`src/rtl/uer_pkg.sv`:
```
// ----------------------------------------------------------------------------
// uer_pkg: shared types and constants of the ultrasonic echo ranger.
// Event and result item layouts, operation and register codes, and the
// fixed constants of the distance divide.
// ----------------------------------------------------------------------------
package uer_pkg;

	// Field widths fixed by the item layouts.
	localparam int TIME_BITS     = 16;
	localparam int PERIOD_BITS   = 16;
	localparam int DIST_BITS     = 11;
	localparam int CFG_DATA_BITS = 16;
	localparam int CFG_INDEX_BITS = 1;

	// Event operation codes.
	typedef enum logic [1:0] {
		OP_EXPIRE  = 2'd0,
		OP_CAPTURE = 2'd1,
		OP_READ    = 2'd2,
		OP_NONE    = 2'd3
	} op_t;

	// Configuration register indexes.
	typedef enum logic [CFG_INDEX_BITS-1:0] {
		REG_HIGH_TICKS = 1'd0,
		REG_LOW_TICKS  = 1'd1
	} cfg_reg_t;

	localparam logic [PERIOD_BITS-1:0] HIGH_RESET = 16'd8;
	localparam logic [PERIOD_BITS-1:0] LOW_RESET  = 16'd37500;

	// Distance is echo ticks divided by 58, saturated to the field maximum.
	localparam int DIST_DIVISOR = 58;
	localparam logic [DIST_BITS-1:0] DIST_MAX = '1;
	// Differences at or above this limit saturate; below it they fit SAT_BITS.
	localparam int SAT_LIMIT = DIST_DIVISOR * (2 ** DIST_BITS);
	localparam int SAT_BITS  = $clog2(SAT_LIMIT);
	// d / 58 = (d >> 1) / 29, and the halved value is divided by 29 through
	// a reciprocal that is exact for every HALF_BITS-bit value.
	localparam int HALF_BITS   = SAT_BITS - 1;
	localparam int RECIP_SHIFT = 21;
	localparam int RECIP_BITS  = 17;
	localparam logic [RECIP_BITS-1:0] RECIP = 17'd72316;
	localparam int PROD_BITS   = HALF_BITS + RECIP_BITS;

	typedef struct packed {
		op_t                  operation;
		logic [TIME_BITS-1:0] capture_time;
		logic                 echo_level;
	} in_item_t;

	typedef struct packed {
		logic                   trigger_level;
		logic [PERIOD_BITS-1:0] next_period;
		logic [DIST_BITS-1:0]   distance;
		logic                   pulse_pending;
	} out_item_t;

endpackage

```
`src/rtl/uer_in_if.sv`:
```
// ----------------------------------------------------------------------------
// uer_in_if: event channel of the echo ranger.
// Valid/ready handshake carrying one event item.
// ----------------------------------------------------------------------------
interface uer_in_if;
	import uer_pkg::*;

	logic     valid;
	logic     ready;
	in_item_t payload;

	modport source (output valid, output payload, input ready);
	modport sink (input valid, input payload, output ready);

endinterface

```
`src/rtl/uer_out_if.sv`:
```
// ----------------------------------------------------------------------------
// uer_out_if: result channel of the echo ranger.
// Valid/ready handshake carrying one result item.
// ----------------------------------------------------------------------------
interface uer_out_if;
	import uer_pkg::*;

	logic      valid;
	logic      ready;
	out_item_t payload;

	modport source (output valid, output payload, input ready);
	modport sink (input valid, input payload, output ready);

endinterface

```
`src/rtl/uer_dist.sv`:
```
// ----------------------------------------------------------------------------
// uer_dist: echo width to distance conversion.
// Wrapped stamp difference divided by 58 through a constant reciprocal.
// ----------------------------------------------------------------------------
module uer_dist #(
	parameter int STAMP_BITS = 16
) (
	input  logic [STAMP_BITS-1:0]         rise_stamp,
	input  logic [STAMP_BITS-1:0]         fall_stamp,
	output logic [uer_pkg::DIST_BITS-1:0] distance
);
	import uer_pkg::*;

	localparam int DW = (STAMP_BITS > SAT_BITS) ? STAMP_BITS : SAT_BITS;

	logic [STAMP_BITS-1:0] diff;
	logic [DW-1:0]         diff_w;
	logic                  sat;
	logic [HALF_BITS-1:0]  half;
	logic [PROD_BITS-1:0]  prod;

	// The subtraction wraps modulo 2^STAMP_BITS by construction.
	assign diff   = fall_stamp - rise_stamp;
	assign diff_w = DW'(diff);
	assign sat    = (diff_w >= DW'(SAT_LIMIT));
	assign half   = diff_w[SAT_BITS-1:1];
	assign prod   = PROD_BITS'(half) * PROD_BITS'(RECIP);

	assign distance = sat ? DIST_MAX : prod[RECIP_SHIFT +: DIST_BITS];

endmodule

```
`src/rtl/ultrasonic_echo_ranger_core.sv`:
```
// ----------------------------------------------------------------------------
// ultrasonic_echo_ranger_core: event-driven ultrasonic ranger controller.
// An event item is registered in the input stage on acceptance, and its result
// item is then registered in the result register. Throughput: one item per
// cycle unless the sink stalls; the update and the divide by 58 (a single
// 16x17 constant multiply) sit between the input and result registers.
// Reset: arst_n clears the trigger, the echo tracking, the stamps and the held
// distance, and returns both period registers to 8 and 37500 ticks.
// ----------------------------------------------------------------------------
module ultrasonic_echo_ranger_core #(
	parameter int STAMP_BITS = 16
) (
	input  logic                               clk,
	input  logic                               arst_n,
	input  logic                               cfg_we,
	input  logic [uer_pkg::CFG_INDEX_BITS-1:0] cfg_index,
	input  logic [uer_pkg::CFG_DATA_BITS-1:0]  cfg_data,
	uer_in_if.sink                             in_ch,
	uer_out_if.source                          out_ch
);
	import uer_pkg::*;

	// Period registers; the user must write them only while the block is idle (not enforced here).
	logic [PERIOD_BITS-1:0] high_ticks_q;
	logic [PERIOD_BITS-1:0] low_ticks_q;

	// Controller state. It always reflects every item that has already left
	// the first stage, so the item in the first stage sees the right state.
	logic                  trigger_q;
	logic                  expect_rise_q;
	logic                  pending_q;
	logic [STAMP_BITS-1:0] rise_q;
	logic [STAMP_BITS-1:0] fall_q;
	logic [DIST_BITS-1:0]  held_q;

	// Input register stage.
	logic     valid_s1;
	in_item_t item_s1;

	// Result register, which also acts as the skid stage toward the sink.
	logic      out_valid_q;
	out_item_t out_item_q;

	logic out_free;
	logic advance;

	// Next-state values for the item in the first stage.
	logic                  trigger_d;
	logic                  expect_rise_d;
	logic                  pending_d;
	logic [STAMP_BITS-1:0] rise_d;
	logic [STAMP_BITS-1:0] fall_d;
	logic [DIST_BITS-1:0]  held_d;
	logic [STAMP_BITS-1:0] stamp_in;
	logic [DIST_BITS-1:0]  dist_new;
	logic [PERIOD_BITS-1:0] period_raw;
	out_item_t             result_d;

	// The result register can take a new item when it is empty or its item
	// is being taken in this cycle; the first stage may then move on, and the
	// input side may refill the first stage in the same cycle.
	assign out_free     = !out_valid_q || out_ch.ready;
	assign advance      = valid_s1 && out_free;
	assign in_ch.ready  = !valid_s1 || out_free;
	assign out_ch.valid = out_valid_q;
	assign out_ch.payload = out_item_q;

	// Only the low STAMP_BITS bits of the capture time take part.
	assign stamp_in = STAMP_BITS'(item_s1.capture_time);

	uer_dist #(
		.STAMP_BITS(STAMP_BITS)
	) u_dist (
		.rise_stamp(rise_q),
		.fall_stamp(fall_q),
		.distance  (dist_new)
	);

	// Event decode: the new trigger, echo tracking and held distance.
	always_comb begin
		trigger_d     = trigger_q;
		expect_rise_d = expect_rise_q;
		pending_d     = pending_q;
		rise_d        = rise_q;
		fall_d        = fall_q;
		held_d        = held_q;
		unique case (item_s1.operation)
			OP_EXPIRE: begin
				trigger_d = !trigger_q;
			end
			OP_CAPTURE: begin
				if (expect_rise_q && item_s1.echo_level) begin
					rise_d        = stamp_in;
					pending_d     = 1'b1;
					expect_rise_d = 1'b0;
				end else if (!expect_rise_q && !item_s1.echo_level) begin
					fall_d        = stamp_in;
					pending_d     = 1'b0;
					expect_rise_d = 1'b1;
				end else begin
					// The echo level was not the one expected: start over and
					// wait for a fresh rising edge.
					rise_d        = '0;
					fall_d        = '0;
					pending_d     = 1'b0;
					expect_rise_d = 1'b1;
				end
			end
			OP_READ: begin
				// While a pulse is still open the last distance stands.
				if (!pending_q) begin
					held_d = dist_new;
				end
			end
			default: begin
				// The unused code leaves the state as it is.
			end
		endcase
	end

	// The reported period is the one matching the trigger level after the
	// event; a period register holding zero behaves as one tick.
	always_comb begin
		period_raw = trigger_d ? high_ticks_q : low_ticks_q;
		result_d.trigger_level = trigger_d;
		result_d.next_period   = (period_raw == '0) ? PERIOD_BITS'(1) : period_raw;
		result_d.distance      = held_d;
		result_d.pulse_pending = pending_d;
	end

	// Configuration writes. Indexes beyond the list do not exist here, since
	// the index is exactly as wide as the register list needs.
	always_ff @(posedge clk or negedge arst_n) begin
		if (!arst_n) begin
			high_ticks_q <= HIGH_RESET;
			low_ticks_q  <= LOW_RESET;
		end else if (cfg_we) begin
			unique case (cfg_reg_t'(cfg_index))
				REG_HIGH_TICKS: high_ticks_q <= cfg_data;
				REG_LOW_TICKS:  low_ticks_q  <= cfg_data;
				default: begin
				end
			endcase
		end
	end

	// Controller state commits as the item moves into the result register.
	always_ff @(posedge clk or negedge arst_n) begin
		if (!arst_n) begin
			trigger_q     <= 1'b0;
			expect_rise_q <= 1'b1;
			pending_q     <= 1'b0;
			rise_q        <= '0;
			fall_q        <= '0;
			held_q        <= '0;
		end else if (advance) begin
			trigger_q     <= trigger_d;
			expect_rise_q <= expect_rise_d;
			pending_q     <= pending_d;
			rise_q        <= rise_d;
			fall_q        <= fall_d;
			held_q        <= held_d;
		end
	end

	// Input stage valid flag.
	always_ff @(posedge clk or negedge arst_n) begin
		if (!arst_n) begin
			valid_s1 <= 1'b0;
		end else if (in_ch.ready) begin
			valid_s1 <= in_ch.valid;
		end
	end

	// Input stage payload.
	always_ff @(posedge clk) begin
		if (in_ch.valid && in_ch.ready) begin
			item_s1 <= in_ch.payload;
		end
	end

	// Result valid flag.
	always_ff @(posedge clk or negedge arst_n) begin
		if (!arst_n) begin
			out_valid_q <= 1'b0;
		end else if (advance) begin
			out_valid_q <= 1'b1;
		end else if (out_ch.ready) begin
			out_valid_q <= 1'b0;
		end
	end

	// Result payload.
	always_ff @(posedge clk) begin
		if (advance) begin
			out_item_q <= result_d;
		end
	end

endmodule

```
`src/flat_wrapper.sv`:
```
// flat-port wrapper written by rule: the top's interface ports become plain ports
module ultrasonic_echo_ranger_core_flat import uer_pkg::*;
#(
	parameter int STAMP_BITS = 16
)
  (clk, arst_n, cfg_we, cfg_index, cfg_data, in_ch_valid, in_ch_payload, in_ch_ready, out_ch_valid, out_ch_payload, out_ch_ready);
  uer_in_if in_ch_i ();
  uer_out_if out_ch_i ();
  input  logic clk;
  input  logic arst_n;
  input  logic cfg_we;
  input  logic [uer_pkg::CFG_INDEX_BITS-1:0] cfg_index;
  input  logic [uer_pkg::CFG_DATA_BITS-1:0] cfg_data;
  input wire logic [$bits(in_ch_i.valid)-1:0] in_ch_valid;
  input wire logic [$bits(in_ch_i.payload)-1:0] in_ch_payload;
  output wire logic [$bits(in_ch_i.ready)-1:0] in_ch_ready;
  output wire logic [$bits(out_ch_i.valid)-1:0] out_ch_valid;
  output wire logic [$bits(out_ch_i.payload)-1:0] out_ch_payload;
  input wire logic [$bits(out_ch_i.ready)-1:0] out_ch_ready;
  assign in_ch_i.valid = in_ch_valid;
  assign in_ch_i.payload = in_ch_payload;
  assign in_ch_ready = in_ch_i.ready;
  assign out_ch_valid = out_ch_i.valid;
  assign out_ch_payload = out_ch_i.payload;
  assign out_ch_i.ready = out_ch_ready;
  ultrasonic_echo_ranger_core #(.STAMP_BITS(STAMP_BITS)) u_core (.clk(clk), .arst_n(arst_n), .cfg_we(cfg_we), .cfg_index(cfg_index), .cfg_data(cfg_data), .in_ch(in_ch_i), .out_ch(out_ch_i));
endmodule
```
`config.mk`:
```
export PLATFORM = sky130hd
export DESIGN_NAME = ultrasonic_echo_ranger_core_flat
export DESIGN_NICKNAME = d
export VERILOG_FILES = /design/src/rtl/uer_pkg.sv /design/src/rtl/uer_in_if.sv /design/src/rtl/uer_out_if.sv /design/src/rtl/uer_dist.sv /design/src/rtl/ultrasonic_echo_ranger_core.sv /design/src/flat_wrapper.sv
export SDC_FILE = /design/constraint.sdc
export NUM_CORES = 1
export LEC_CHECK = 0
export ABC_AREA = 1
export BUFFER_PORTS_ARGS = -buffer_cell sky130_fd_sc_hd__buf_4
export CAP_MARGIN = 40
export CORE_UTILIZATION = 40
export DETAILED_ROUTE_END_ITERATION = 6
export SKIP_CTS_REPAIR_TIMING = 1
export SLEW_MARGIN = 10
export SYNTH_ARGS = -nofsm -noshare
export SYNTH_HDL_FRONTEND = slang
export SYNTH_SLANG_ARGS = --single-unit
```
`constraint.sdc`:
```
create_clock -name clk -period 6.4 [get_ports clk]
set_clock_uncertainty 0.2 [all_clocks]
set_input_delay 1.28 -clock clk [delete_from_list [all_inputs] [get_ports clk]]
set_output_delay 1.28 -clock clk [all_outputs]
set_load 0.03 [all_outputs]
```
==> impl_metrics.tcl <==
set metrics [dict create \
    status "finished, violations left" \
    violations "negative setup slack" \
    syn_avg_cell_area_sq_um 8.46 \
    cp.required_ps 6370 \
    syn_to_final_growth_pct 28.0 \
    antenna_found_initial 0 \
    firstDrtPassIters 5 \
    max_cap_violations 0 \
    synth_warnings 0 \
    vias_per_cell 4.69 \
    io_pins 72 \
    synthCells 1251 \
    vias 8329 \
    maxSlewViolCount 0 \
    grt_pass1_vias 8157 \
    fin_crit_sh 1.02 \
    grt_max_degree 63 \
    rsz0062_at_grt "yes" \
    fillCellCount 2397 \
    syn_nets 1490 \
    finalCriticalPeriod_ps 6560 \
    place_congestion 0.886 \
    worst_slew_pin_slew_ps 770 \
    layout-drive-gt1-share 0.259 \
    drt_wl_total_microns 24500 \
    htreeDepth 4 \
    placed_cells 1740 \
    mostFrequentLayoutCell "inv_1" \
    synth_enable_flop_cells 48 \
    max_slew_margin 0.486 \
    cts_tree "yes" \
    synth_cell_types 44 \
    layout.nets 1668 \
    drtIter0Drc 378 \
    start_kind "flip-flop" \
    netlist_area_sq_mm 0.0106 \
    r2r_cells 32 \
    rows 59 \
    cpPeakStageDelay_ps 550 \
    setup_viol 11 \
    clk_latency_ps 420 \
    layoutNonFillerInstCount 1777 \
    clockBufferDepth 2 \
    finalWorstSetupSlack_ps -157 \
    final_cell_area_sq_mm 0.0135 \
    min_to "u_core.expect_rise_q" \
    portBuffers 71 \
    core_sq_mm 0.0260 \
    holdWs_ps 277 \
    seq_area_frac_synth 0.327 \
    detail-route-antenna-nets 0 \
    arrival_ps 6530 \
    antennaDiodeCount 0 \
    final_cell_mix "inv_1, nand2_1, buf_4" \
    reg2reg_from "u_core.fall_q[0]" \
    cts.sinks 128 \
    drt-wirelength-per-cell_microns 13.8 \
    path_max_fanout 3 \
    fp.dieH_microns 165 \
    clockRootBuffer "clkbuf_16" \
    min_from "u_core.expect_rise_q" \
    r2r_slack_ps -160 \
    overflow 0 \
    crit_path_end_kind "flip-flop" \
    grtUsageTotal 0.186 \
    postSynth.asyncResetShare 0.625 \
    crit_slowest_cell "fa_1" \
    dieArea_sq_mm 0.0271 \
    grt_pass1_wl_microns 39500 \
    hold_viol 0 \
    path_class "reg2reg" \
    start_util 0.407 \
    hold_path.class "reg2reg" \
    drc 0 \
    postPlaceCellArea_sq_mm 0.0123 \
    fmax_ghz 0.152 \
    die_w_microns 165 \
    r2r_end "u_core.out_ch.payload[7]" \
    hold_depth 2 \
    hpwl_microns 19300 \
    synth-seq-cells 128 \
    finalSetupTns_ps -747 \
    ys.flop_type "dfrtp_1" \
    path_clk_slew_ps 60 \
    cts_buffers 17 \
]
cells by family (layout without fill, tap and decap cells):
kind of cell / after synthesis / in the layout / synth area share
buffers and inverters: 316 / 507 / 0.114
XOR/XNOR: 18 / 18 / 0.0201
multiplexers: 1 / 1 / 0.000946
flip-flops: 128 / 128 / 0.327
AO/OA/AOI/OAI: 131 / 131 / 0.0693
adder cells (fa/ha/maj): 198 / 198 / 0.287
AND/OR/NAND/NOR: 459 / 459 / 0.182
layer usage:
| metal | track usage | part of all wire | wire length, microns |
|---|---|---|---|
| met1 | 0.247 | 0.47 | 11500 |
| met2 | 0.323 | 0.50 | 12100 |
| met3 | 0.0221 | 0.024 | 580 |
| met4 | 0.0450 | 0.011 | 279 |
| met5 | 0 | 0 | 0 |
how the worst max path moves through the flow:
| stage | start | depth (start not counted) | end |
|---|---|---|---|
| final | u_core.fall_q[0] | 32 | u_core.out_ch.payload[7] |
| after global routing | u_core.fall_q[0] | 32 | u_core.out_ch.payload[7] |
| after CTS | u_core.rise_q[0] | 30 | u_core.out_ch.payload[11] |
| after detailed placement | u_core.rise_q[0] | 30 | u_core.out_ch.payload[11] |
| after global placement | u_core.fall_q[7] | 26 | u_core.out_ch.payload[7] |
| after floorplan | u_core.rise_q[0] | 33 | u_core.out_ch.payload[7] |
state kept, by name, indices dropped and copies added, names as in the netlist, 3 cells and up:
signal                 count
u_core.item_s1             3
u_core.high_ticks_q       16
u_core.stamp_in           16
u_core.out_ch.payload     29
u_core.rise_q             16
u_core.held_q             11
u_core.fall_q             16
u_core.low_ticks_q        16
cells in the mapped netlist, types with 2 or more instances:
cell	number	area share
nand2_1	298	0.11
dfstp_2	10	0.025
dfrtp_1	70	0.17
a21oi_1	35	0.017
xor2_2	3	0.0046
nand3_1	49	0.023
o21ai_2	2	0.0017
ha_1	123	0.15
o21ai_0	65	0.031
edfxtp_1	48	0.14
inv_1	294	0.10
xnor2_1	3	0.0025
o21bai_1	3	0.0021
nor3_1	6	0.0028
o21ai_1	4	0.0019
fa_1	75	0.14
nor4_1	2	0.0012
clkbuf_1	11	0.0039
o22ai_1	15	0.0089
a21o_1	2	0.0014
nand4_1	10	0.0059
or2_2	10	0.0059
nor2_1	57	0.020
nand2_2	8	0.0047
and2_1	9	0.0053
inv_2	3	0.0011
buf_2	3	0.0014
xor2_1	10	0.0083
nand3b_1	2	0.0014
nor2_2	7	0.0041
worst max-delay path: cells and delay by family (launching register included):
| family | cells | cell delay (ps) |
|---|---|---|
| AO/OA/AOI/OAI | 2 | 190 |
| XOR/XNOR | 1 | 190 |
| adder cells (fa/ha/maj) | 8 | 3700 |
| buffers and inverters | 6 | 360 |
| flip-flops | 1 | 400 |
| AND/OR/NAND/NOR | 15 | 1280 |
cell type report:
| class | instances | area (sq um) | area share |
|---|---|---|---|
| clock buffers | 17 | 425 | 0.0314 |
| well taps | 335 | 419 | 0.0309 |
| flip-flops and latches | 128 | 3460 | 0.255 |
| inverters | 298 | 1120 | 0.0830 |
| clock inverters | 15 | 184 | 0.0136 |
| repair buffers | 177 | 1390 | 0.103 |
| multi-input cells | 807 | 6540 | 0.483 |
metrics by stage:
stage | setup WS [ps] | util
after floorplan | 25.7 | -
after global placement | -273 | 0.472
after detailed placement | -359 | 0.474
after CTS | -385 | 0.497
after global routing | -394 | 0.521
final | -157 | 0.521
Power is left out: the tool's default activity adds up to more than one toggle a clock period on the data nets, which glitch-free logic cannot reach.
